### config.mk
export PLATFORM = sky130hd
export DESIGN_NAME = rrep_div_stage
export DESIGN_NICKNAME = d
export VERILOG_FILES = /design/src/rtl/rrep_pkg.sv /design/src/rtl/rrep_div_stage.sv
export SDC_FILE = /design/constraint.sdc
export NUM_CORES = 1
export LEC_CHECK = 0
export BUFFER_PORTS_ARGS = -buffer_cell sky130_fd_sc_hd__buf_2
export CAP_MARGIN = 20
export CORE_AREA = 2 2 169 171
export DETAILED_ROUTE_END_ITERATION = 8
export DIE_AREA = 0 0 171 173
export HOLD_SLACK_MARGIN = 0.12
export PLACE_DENSITY = 0.71
export SYNTH_ARGS = -nofsm -noshare
export SYNTH_HDL_FRONTEND = slang
export SYNTH_SLANG_ARGS = --single-unit
### constraint.sdc
create_clock -name clk -period 9.5 [get_ports clk]
set_input_delay 1.9 -clock clk [delete_from_list [all_inputs] [get_ports clk]]
set_output_delay 1.9 -clock clk [all_outputs]
set_load 0.02 [all_outputs]
### src/rtl/rrep_pkg.sv
// Shared types and constants for the ray / rectangle exit point core.
package rrep_pkg;

  localparam int CoordW  = 32;   // Q16.16 coordinate width
  localparam int DiffW   = 33;   // difference of two coordinates
  localparam int ProdW   = 66;   // exact product of two differences
  localparam int QuoW    = 41;   // quotient bits kept; larger means overflow
  localparam int SumW    = 43;   // base +/- quotient before saturation
  localparam int DivSteps = QuoW;

  // One divider slot: restoring long division, one quotient bit a stage.
  typedef struct packed {
    logic [DiffW-1:0]  rem;      // partial remainder, below den unless ovf or zero is set
    logic [QuoW-1:0]   num;      // numerator bits not yet brought down
    logic [QuoW-1:0]   quo;      // quotient bits so far
    logic [DiffW-1:0]  den;      // divisor magnitude
    logic              neg;      // quotient is subtracted from base
    logic [CoordW-1:0] base;     // start coordinate on the solved axis
    logic [CoordW-1:0] edge_v;   // fixed coordinate of the chosen edge
    logic              vert;     // exit on a vertical edge
    logic              ovf;      // quotient already known to be too big
    logic              zero;     // divisor was zero
  } div_t;

endpackage

### src/rtl/rrep_div_stage.sv
// One restoring-division stage: brings down one numerator bit, makes one quotient bit.
module rrep_div_stage
  import rrep_pkg::*;
(
  input  logic clk,
  input  logic rst,
  input  logic up_valid,
  output logic up_ready,
  input  div_t up_data,
  output logic dn_valid,
  input  logic dn_ready,
  output div_t dn_data
);

  logic [DiffW:0]   trial;
  logic             ge;
  logic [DiffW:0]   diff;
  div_t             data_next;

  assign up_ready = !dn_valid || dn_ready;

  always_comb begin
    trial = {up_data.rem, up_data.num[QuoW-1]};
    ge    = trial >= {1'b0, up_data.den};
    diff  = trial - {1'b0, up_data.den};
    data_next      = up_data;
    data_next.rem  = ge ? diff[DiffW-1:0] : trial[DiffW-1:0];
    data_next.num  = {up_data.num[QuoW-2:0], 1'b0};
    data_next.quo  = {up_data.quo[QuoW-2:0], ge};
  end

  always_ff @(posedge clk) begin
    if (rst) begin
      dn_valid <= 1'b0;
    end else if (up_ready) begin
      dn_valid <= up_valid;
    end
  end

  always_ff @(posedge clk) begin
    if (up_ready && up_valid) begin
      dn_data <= data_next;
    end
  end

endmodule

==> results of run 1 <==
==> cell families (layout without fill, tap and decap cells) <==
logic type / Yosys count / after routing / synth area share
and+or+nand+nor: 109 / 109 / 0.0574
buffers and inverters: 60 / 528 / 0.0310
xor gates and xnor gates: 28 / 28 / 0.0277
other: 1 / 15 / 0.000424
AOI/OAI and AO/OA: 134 / 134 / 0.0999
muxes: 2 / 2 / 0.00255
adders and majority gates: 34 / 34 / 0.0489
DFF: 216 / 216 / 0.732
==> metal layers <==
| layer | global-route usage | share of wire |
|---|---|---|
| met2 | 0.322 | 0.52 |
| met5 | 0 | 0 |
| met4 | 0.0759 | 0.023 |
| met1 | 0.204 | 0.36 |
| met3 | 0.0499 | 0.093 |
==> power groups by stage <==
stage / clock network, W / registers, W / logic, W
2_1_floorplan: 0 / 0.00126 / 0.000151
3_3_place_gp: 0 / 0.00117 / 0.000387
3_5_place_dp: 0 / 0.00117 / 0.000392
4_1_cts: 0.000933 / 0.00115 / 0.000393
5_1_grt: 0.000970 / 0.00116 / 0.000427
6_report: 0.000904 / 0.00115 / 0.000390
==> synthesized netlist by cell type, types with 2 or more instances <==
cell type / count
a211o_1: 2
or3_1: 3
buf_6: 4
buf_4: 3
o21bai_1: 5
edfxtp_1: 215
a2111oi_0: 2
nand2_1: 52
and3_1: 8
nor4_1: 3
buf_2: 5
o21a_1: 4
a31o_2: 2
nand2b_1: 3
nor3_1: 4
o21ai_1: 3
o31ai_2: 2
inv_1: 46
a21o_1: 16
o31ai_1: 3
ha_1: 33
a21oi_1: 34
nand4_1: 5
a21oi_2: 2
o21ai_2: 2
nand3_1: 5
xnor2_1: 16
mux2_2: 2
o21ai_0: 40
o211ai_1: 3
nor2_1: 19
a221o_1: 2
xor2_1: 12
a211oi_1: 2
==> through the flow <==
step	power [W]	hold slack [ns]	worst slack, ns	instances
floorplan	0.00142	0.729	1.81	584
CTS	0.00248	0.524	4.35	1430
finish	0.00244	0.518	4.36	1444
global route	0.00255	0.588	4.17	1441
global placement	0.00156	0.498	3.83	1387
detailed placement	0.00156	0.515	3.80	1387
==> flip-flops by register name, summed over array words and instances (netlist names) <==
| signal | count |
|---|---|
| dn_data | 215 |
| dn_valid | 1 |
==> worst min path at each step <==
stage	from	to	slack [ns]
floorplan	dn_valid	dn_valid	0.73
global placement	dn_valid	dn_valid	0.50
detailed placement	dn_valid	dn_valid	0.52
CTS	dn_valid	dn_valid	0.52
global route	dn_valid	dn_valid	0.59
finish	dn_valid	dn_valid	0.52
==> critical path, delay by kind of cell <==
family          cells  cell delay [ns]
buf+inv             4             0.71
fa+ha+maj           2             0.58
mux                 1             0.38
compound gates      6             1.78
==> placed cells by master (no fill, tap or decap), types with 3 or more instances in the layout <==
cell       netlist  routed
or3_1            3       3
o21bai_1         5       5
nor3_1           4       4
clkbuf_16        0      25
nand3_1          5       5
a21o_1          16      16
nand2b_1         3       3
a21oi_1         34      34
o21a_1           4       4
nand2_1         52      52
inv_1           46      46
diode_2          0      14
buf_2            5     435
xnor2_1         16      16
o21ai_0         40      40
o31ai_1          3       3
edfxtp_1       215     215
buf_4            3       4
nand4_1          5       5
clkinv_2         0       9
and3_1           8       8
nor4_1           3       3
o211ai_1         3       3
clkbuf_1         1       5
nor2_1          19      19
ha_1            33      33
xor2_1          12      12
o21ai_1          3       3
==> layout make-up <==
class                      instances  share of cell area
antenna                           14             0.00287
multi-input combinational        308               0.172
sequential                       216               0.530
tap                              378              0.0387
inverter                          46              0.0141
clock buffer                      30              0.0527
clock inverter                    13             0.00962
timing repair buffer             439               0.181
==> impl_results.md, run 1 <==
- Hold Fails Final Rpt: 0
- Area of the multi-input gates: 0.00210 mm2
- Yosys reg bits: 216
- YS warnings: 0
- Fillcell total: 2597
- RSZ-0062 raised after global routing: false
- CP max stage delay: 0.50 ns
- Post-synth top flop: edfxtp_1
- CP Launch Type: input pin
- Syn avg cell area: 15.1 um2
- Final instance area: 0.0122 mm2
- Synth top area share: 0.730
- Kind of critical path: in2reg
- WP data arrival: 5.39 ns
- Status: finished, final reports clean
- Hold path depth: 2
- Worst skew pair latency: 0.51 ns
- Ys async rst share: 0
- Share of layout cells above drive strength 1: 0.470
- FF-to-FF Start: dn_valid
- R2r endpoint: dn_data[145]
- Combinational group share of total power: 0.160
- Total track usage: 0.182
- Switching share of power: 0.261
- Drt total wl: 27.8 mm
- Min Tclk post-route: 5.14 ns
- Final ANT Viol Nets: 0
- Max Freq: 195 MHz
- H-tree Lvls: 1
- DRT Pass-1 Iters: 5
- Slew headroom: 0.395
- Worst Skew: 0.00825 ns
- Gpl congestion: 0.829
- Placed Area: 0.0114 mm2
- EDFF count, synth: 215
- Quantity of hold-fixing buffers added after cts: 0
- TNS Setup: 0 ns
- Final core occ: 0.442
- Syn_nets: 838
- Main area contributors after synthesis: edfxtp_1 73%, ha_1 4.7%, o21ai_0 2.3%
- P_int: 0.00181 W
- Total CTS buffers: 24
- Num ports: 438
- Initial antenna violation count: 15
- Hold crit path type: reg2reg
- R2r setup slk: 6.69 ns
- Distinct cell type count of the synthesized netlist: 56
- Vias: 6528
- DR vias/cell: 4.52
- CTS clock-pin slew for the worst setup and hold paths: 0.06 ns
- Vias in the first global route: 6738
- FF/Latch Area: 0.00648 mm2
- Net count, final: 1289
- Initial Utilization: 0.320
- Final Cycle Share: 0.541
- Row count: 61
- Crit-path cells: buf_2 > inv_1 > ha_1 > inv_1 > fa_1 > a21o_1 > a221oi_2 > o21ai_2 > a21oi_2 > o31ai_2 > a21oi_4 > buf_4 > mux2_2
- Clk sinks: 216
- Final setup viols: 0
- DIE HEIGHT: 173 um
- Dpl hpwl: 22.3 mm
- Synth area leader: edfxtp_1
- Worst setup path end: dn_data[197]
- Port bufs: 435
- Net Switching: 0.000637 W
- First-pass GRT wire length: 40.2 mm
- Critical path launch point: up_data[182]
- Cell area after synthesis: 0.00885 mm2
- Grt total ovfl: 0
- Crit end category: flip-flop
- CP required: 9.76 ns
- Worst-margin pin slew: 0.908 ns
- Peak VDD IR: 0.000118 V
- Clock power share: 0.370
- Leakage power: 5.33 nW
- Clk buf depth: 3
- DRT iter0 DRCs: 384
- Max-cap viol count: 0
- Worst reg2reg path depth: 4
- Slew Viols, Final: 0
- Sequential-to-total area share from yosys stat: 0.732
- Synth Instances: 584
- CP max-delay cell: buf_4
- Pwr dens: 200 mW/mm2
- Root Driver: clkbuf_16
- Drt drc: 0
- Die X: 171 um
- Crit path top cell by count: inv_1
- Gates resized, CTS repair: 0
- DIE AREA: 0.0296 mm2
- Seq pwr share: 0.470
- CTS tree: built
- Core footprint: 0.0276 mm2
- Area Growth Syn to Fin: 38.2%
- # Post-CTS Setup Buffers: 0
- Routed wire length per instance: 19.3 um
- Largest net degree at the start of global routing: 70
- Crit-path max FO: 46
(Power assumes the default switching activity.)
==> inputs of run 2 (changes only) <==
clock period = 5 ns   (was 9.5 ns; I/O delays follow)
==> run 2 against run 1 <==
Net effect: design area rose by 0.34%; wire length fell by 0.58%; clock power rose by 90%; clock-buffer cell count fell by 3; setup slack got worse by 3.0 ns; sequential share of layout area fell by 0.18 points; core utilization rose by 0.15 points; cell count rose by 0.14%; die area did not move; non-clock buffer count rose by 1; critical path type unchanged; critical endpoint is now dn_data[184]; highest routed layer unchanged.
==> impl_results.md, run 2 (synthesized netlist as in run 1, its figures left out) <==
- Slew Viols, Final: 0 (unchanged)
- Largest net degree at the start of global routing: 137 (was 70)
- Clk sinks: 216 (unchanged)
- Final setup viols: 0 (unchanged)
- CTS tree: built (unchanged)
- Net count, final: 1290 (was 1289)
- Total track usage: 0.179 (was 0.182)
- Peak VDD IR: 0.000232 V (was 0.000118 V)
- Row count: 61 (unchanged)
- Clk buf depth: 3 (unchanged)
- Largest regs: dn_data x215, dn_valid x1 (unchanged)
- DRT iter0 DRCs: 392 (was 384)
- Gpl congestion: 0.868 (was 0.829)
- Hold crit path type: reg2reg (unchanged)
- CP max-delay cell: a221oi_2 (was buf_4)
- Crit-path max FO: 18 (was 46)
- Slew headroom: 0.515 (was 0.395)
- Crit path max-delay family: compound AO/OA/AOI/OAI gates (unchanged)
- Worst skew pair latency: 0.51 ns (about the same)
- Core footprint: 0.0276 mm2 (unchanged)
- Max reg flops: 215 (unchanged)
- Cells after DPL: 1388 (was 1387)
- Crit end category: flip-flop (unchanged)
- Final core occ: 0.444 (was 0.442)
- Grt total ovfl: 0 (unchanged)
- Final ANT Viol Nets: 0 (unchanged)
- H-tree Lvls: 1 (unchanged)
- Reg with most FFs: dn_data (unchanged)
- Worst Skew: 0.0124 ns (was 0.00825 ns)
- Gates resized, CTS repair: 0 (unchanged)
- Dpl hpwl: 22.1 mm (was 22.3 mm)
- Vias in the first global route: 6602 (was 6738)
- Commonest non-fill, non-tap cells in the layout: 435 x buf_2, 215 x edfxtp_1, 52 x nand2_1 (unchanged)
- Num ports: 438 (unchanged)
- CTS clock-pin slew for the worst setup and hold paths: 0.06 ns (about the same)
- Final setup margin: 1.39 ns (was 4.36 ns)
- Non-filler cells in the finished layout: 1446 (was 1444)
- CP required: 5.26 ns (was 9.76 ns)
- Max-cap viol count: 0 (unchanged)
- DIE AREA: 0.0296 mm2 (unchanged)
- TNS Setup: 0 ns (unchanged)
- Pwr dens: 379 mW/mm2 (was 200 mW/mm2)
- Worst-margin pin slew: 0.728 ns (was 0.908 ns)
- Vias: 6562 (was 6528)
- Drt drc: 0 (unchanged)
- CP max stage delay: 0.44 ns (was 0.50 ns)
- RSZ-0062 raised after global routing: false (unchanged)
- Setup Slack @ Placement: 0.801 ns (was 3.80 ns)
- Drt total wl: 27.6 mm (was 27.8 mm)
- Total CTS buffers: 24 (unchanged)
- Initial antenna violation count: 14 (was 15)
- Root Driver: clkbuf_16 (unchanged)
- WP data arrival: 3.87 ns (was 5.39 ns)
- Final Cycle Share: 0.722
- Crit-path cells: buf_2 > inv_1 > ha_1 > inv_1 > fa_1 > a21o_1 > a221oi_2 > o21ai_2 > a21oi_2 > o31ai_2 > a21oi_4 > buf_4 > mux2_2 (unchanged)
- Hold Fails Final Rpt: 0 (unchanged)
- Most common cell after layout, fill and taps aside: buf_2 (unchanged)
- CP Launch Type: input pin (unchanged)
- Kind of critical path: in2reg (unchanged)
- Max Freq: 277 MHz
- DRT Pass-1 Iters: 5 (unchanged)
- Area Growth Syn to Fin: 38.7% (was 38.2%)
- DIE HEIGHT: 173 um (unchanged)
- First-pass GRT wire length: 39.6 mm (was 40.2 mm)
- Routed wire length per instance: 19.1 um (was 19.3 um)
- Worst Path Buf+Inv: 4 (unchanged)
- # Post-CTS Setup Buffers: 0 (unchanged)
- Min Tclk post-route: 3.61 ns
- Leakage power: 5.33 nW (about the same)
- Share of layout cells above drive strength 1: 0.469 (was 0.470)
- Status: finished, final reports clean (unchanged)
- Quantity of hold-fixing buffers added after cts: 0 (unchanged)
- Crit path top cell by count: inv_1 (unchanged)
- Port bufs: 435 (unchanged)
- Die X: 171 um (unchanged)
- DR vias/cell: 4.54 (was 4.52)
- Initial Utilization: 0.320 (unchanged)
[run 2: cell count changes in the layout (fill, tap and decap cells not counted), sizes merged]
cell	before	now
buf	439	440
clkinvlp	0	4
clkbuf	30	27
[run 2: cell type report]
cell class	instances	area (um2)
multi-input combinational	308	2100
sequential	216	6480
clock buffer	27	633
inverter	46	173
tap	378	473
antenna	14	35.0
fill	2566	15400
clock inverter	17	138
timing repair buffer	440	2240
[run 2: worst paths after layout]
check	to	start	slack, ns	cells past startpoint
hold / removal	dn_valid	dn_valid	0.52	2
hold reg to reg	dn_valid	dn_valid	0.52	2
setup reg to reg	dn_data[117]	dn_valid	3.00	3
setup / recovery	dn_data[184]	up_data[182]	1.39	13
[run 2: metrics by stage]
step	instance area, um2	total power, W	hold WS (ns)
finish	12300	0.00464	0.525
global route	12300	0.00483	0.573
floorplan	8850	0.00268	0.729
detailed placement	11500	0.00297	0.514
global placement	11500	0.00296	0.495
CTS	12200	0.00471	0.523
[run 2: metal layers]
layer	part of all wire	global-route usage	wire length (um)	vias up
li1	-	-	-	3106
met1	0.34	0.185	9500	3124
met2	0.54	0.327	14800	294
met3	0.099	0.0629	2730	38
met4	0.021	0.0689	587	0
met5	0	0	0	-
[run 2: worst min-delay path, cell delays in order, from the launching register on]
cell and delay, ns:
dfxtp_1 0.31, nand2b_1 0.10, a21oi_1 0.07
[run 2: where the power goes]
group,switching [W],total [W],internal (W)
combinational,0.000477,0.000745,0.000268
sequential,0.0000299,0.00218,0.00215
clock,0.000704,0.00172,0.00101
==> inputs of run 3 (changes only) <==
clock period = 3.6 ns   (was 5 ns; I/O delays follow)
==> run 3 against run 2 <==
Net effect: worst hold slack got worse by 0.18 ns; critical path depth increased by 1; highest routed layer is now met5; setup slack lost 0.75 ns; core utilization up 0.39 points; clock-buffer cell count stayed put; non-clock buffer count up 16; critical path type unchanged; wire length about the same; sequential share of layout area fell by 0.45 points; design area rose by 0.87%; sequential power grew 39%; first-iteration DRC count is 4.1% lower.
==> impl_results.md, run 3 (synthesized netlist as in run 1, its figures left out) <==
- DRT Pass-1 Iters: 4 (was 5)
- Drt drc: 0 (unchanged)
- Hold Path End: dn_valid (unchanged)
- Most common cell after layout, fill and taps aside: buf_2 (unchanged)
- Crit end category: flip-flop (unchanged)
- Initial Utilization: 0.320 (unchanged)
- Crit-path cells: buf_2 > inv_1 > ha_1 > inv_1 > fa_1 > a21o_1 > a221oi_2 > o211ai_1 > a21o_1 > a211oi_2 > buf_4 > o311ai_1 > xnor2_1 > o21ai_0 (was buf_2 > inv_1 > ha_1 > inv_1 > fa_1 > a21o_1 > a221oi_2 > o21ai_2 > a21oi_2 > o31ai_2 > a21oi_4 > buf_4 > mux2_2)
- Worst reg2reg path depth: 3 (unchanged)
- Area Growth Syn to Fin: 39.9% (was 38.7%)
- Largest regs: dn_data x215, dn_valid x1 (unchanged)
- Kind of critical path: in2reg (unchanged)
- Quantity of hold-fixing buffers added after cts: 0 (unchanged)
- Final Cycle Share: 0.822
- # Post-CTS Setup Buffers: 0 (unchanged)
- Max reg flops: 215 (unchanged)
- Die X: 171 um (unchanged)
- R2r setup slk: 1.82 ns (was 3.00 ns)
- Max Freq: 338 MHz
- Initial antenna violation count: 14 (unchanged)
- Final instance area: 0.0124 mm2 (was 0.0123 mm2)
- Vias in the first global route: 6587 (was 6602)
- Peak VDD IR: 0.000336 V (was 0.000232 V)
- Core footprint: 0.0276 mm2 (unchanged)
- Gates resized, CTS repair: 0 (unchanged)
- Min Tclk post-route: 2.96 ns
- DIE HEIGHT: 173 um (unchanged)
- Pwr dens: 521 mW/mm2 (was 379 mW/mm2)
- RSZ-0062 raised after global routing: false (unchanged)
- R2r endpoint: dn_data[14] (was dn_data[117])
- DRT iter0 DRCs: 376 (was 392)
- CP required: 3.87 ns (was 5.26 ns)
- Num ports: 438 (unchanged)
- Clock power share: 0.363 (was 0.369)
- Dpl hpwl: 22.0 mm (was 22.1 mm)
- Min-delay src: rst (was dn_valid)
- WP data arrival: 3.23 ns (was 3.87 ns)
- Root Driver: clkbuf_16 (unchanged)
- Share of layout cells above drive strength 1: 0.474 (was 0.469)
- Slew Viols, Final: 0 (unchanged)
- Grt total ovfl: 0 (unchanged)
- Fillcell total: 2544 (was 2566)
- Row count: 61 (unchanged)
- Hold crit path type: in2reg (was reg2reg)
- Worst-margin pin slew: 0.632 ns (was 0.728 ns)
- Seq pwr share: 0.470 (about the same)
- Final ANT Viol Nets: 0 (unchanged)
- First-pass GRT wire length: 39.4 mm (was 39.6 mm)
- DR vias/cell: 4.52 (was 4.54)
- Total CTS buffers: 24 (unchanged)
- Drt total wl: 27.6 mm (about the same)
- Net count, final: 1306 (was 1290)
- FF-to-FF Start: dn_valid (unchanged)
- P_int: 0.00475 W (was 0.00343 W)
- Net Switching: 0.00170 W (was 0.00121 W)
- Switching share of power: 0.263 (was 0.261)
- Hold Fails Final Rpt: 0 (unchanged)
- Slew headroom: 0.579 (was 0.515)
- Worst skew pair latency: 0.52 ns (was 0.51 ns)
- CP max-delay cell: fa_1 (was a221oi_2)
- Hold path depth: 2 (unchanged)
- Combinational group share of total power: 0.166 (was 0.161)
- DIE AREA: 0.0296 mm2 (unchanged)
- Leakage power: 5.41 nW (was 5.33 nW)
- Max-cap viol count: 0 (unchanged)
- Port bufs: 435 (unchanged)
- Placed Area: 0.0116 mm2 (was 0.0115 mm2)
- Worst Skew: 0.00878 ns (was 0.0124 ns)
- Largest net degree at the start of global routing: 72 (was 137)
- Final setup viols: 0 (unchanged)
- CP Launch Type: input pin (unchanged)
- Clk sinks: 216 (unchanged)
- TNS Setup: 0 ns (unchanged)
- CTS tree: built (unchanged)
- Reg with most FFs: dn_data (unchanged)
- Gpl congestion: 0.843 (was 0.868)
- Vias: 6596 (was 6562)
- WHS: 0.349 ns (was 0.525 ns)
- Status: finished, final reports clean (unchanged)
- CP max stage delay: 0.39 ns (was 0.44 ns)
- Crit-path max FO: 3 (was 18)
- CTS clock-pin slew for the worst setup and hold paths: 0.06 ns (about the same)
- Routed wire length per instance: 18.9 um (was 19.1 um)
- H-tree Lvls: 1 (unchanged)
- Commonest non-fill, non-tap cells in the layout: 435 x buf_2, 215 x edfxtp_1, 52 x nand2_1 (unchanged)
- Clk buf depth: 3 (unchanged)
- Total track usage: 0.178 (was 0.179)
==> run 3: power groups by stage <==
stage	Sequential, W	Combinational, W	Clock (W)
finish	0.00303	0.00107	0.00234
global route	0.00305	0.00116	0.00251
CTS	0.00303	0.00108	0.00241
detailed placement	0.00308	0.00107	0
global placement	0.00308	0.00106	0
floorplan	0.00331	0.000398	0
==> run 3: how the worst max path moves through the flow <==
stage	slack, ns	from	depth (start not counted)	endpoint
6_report	0.64	up_data[182]	14	dn_data[215]
5_1_grt	0.42	up_data[182]	14	dn_data[215]
4_1_cts	0.59	up_data[182]	13	dn_data[197]
2_1_floorplan	0.39	up_data[182]	11	dn_data[184]
3_3_place_gp	0.06	up_data[182]	14	dn_data[211]
3_5_place_dp	0.02	up_data[182]	14	dn_data[215]
==> run 3: through the flow <==
stage | setup slack [ns] | cells | utilization | power (W)
2_1_floorplan | 0.393 | 584 | - | 0.00371
3_3_place_gp | 0.0647 | 1404 | 0.420 | 0.00414
3_5_place_dp | 0.0242 | 1404 | 0.420 | 0.00416
4_1_cts | 0.592 | 1447 | 0.447 | 0.00652
5_1_grt | 0.423 | 1459 | 0.448 | 0.00672
6_report | 0.641 | 1460 | 0.448 | 0.00644
==> run 3: final cells by class <==
cell class | instances | area (um2) | area share
Tap cell | 378 | 473 | 0.0382
Multi-Input combinational cell | 308 | 2100 | 0.170
Sequential cell | 216 | 6480 | 0.523
Inverter | 46 | 173 | 0.0140
Clock buffer | 27 | 612 | 0.0495
Timing Repair Buffer | 456 | 2370 | 0.192
Clock inverter | 16 | 135 | 0.0109
Antenna cell | 13 | 32.5 | 0.00263
==> run 3: critical path: cells and delay by family <==
| family | cells | cell delay, ns |
|---|---|---|
| AOI/OAI and AO/OA | 7 | 1.42 |
| adders and majority gates | 2 | 0.57 |
| xor gates and xnor gates | 1 | 0.15 |
| buffers and inverters | 4 | 0.36 |
==> run 3: metal layers <==
metal / GRT usage / routed length [um] / vias to the layer above
met5: 0 / 7 / -
met4: 0.0749 / 618 / 2
met3: 0.0547 / 2490 / 37
met2: 0.316 / 14500 / 272
met1: 0.195 / 10100 / 3136
li1: - / - / 3149
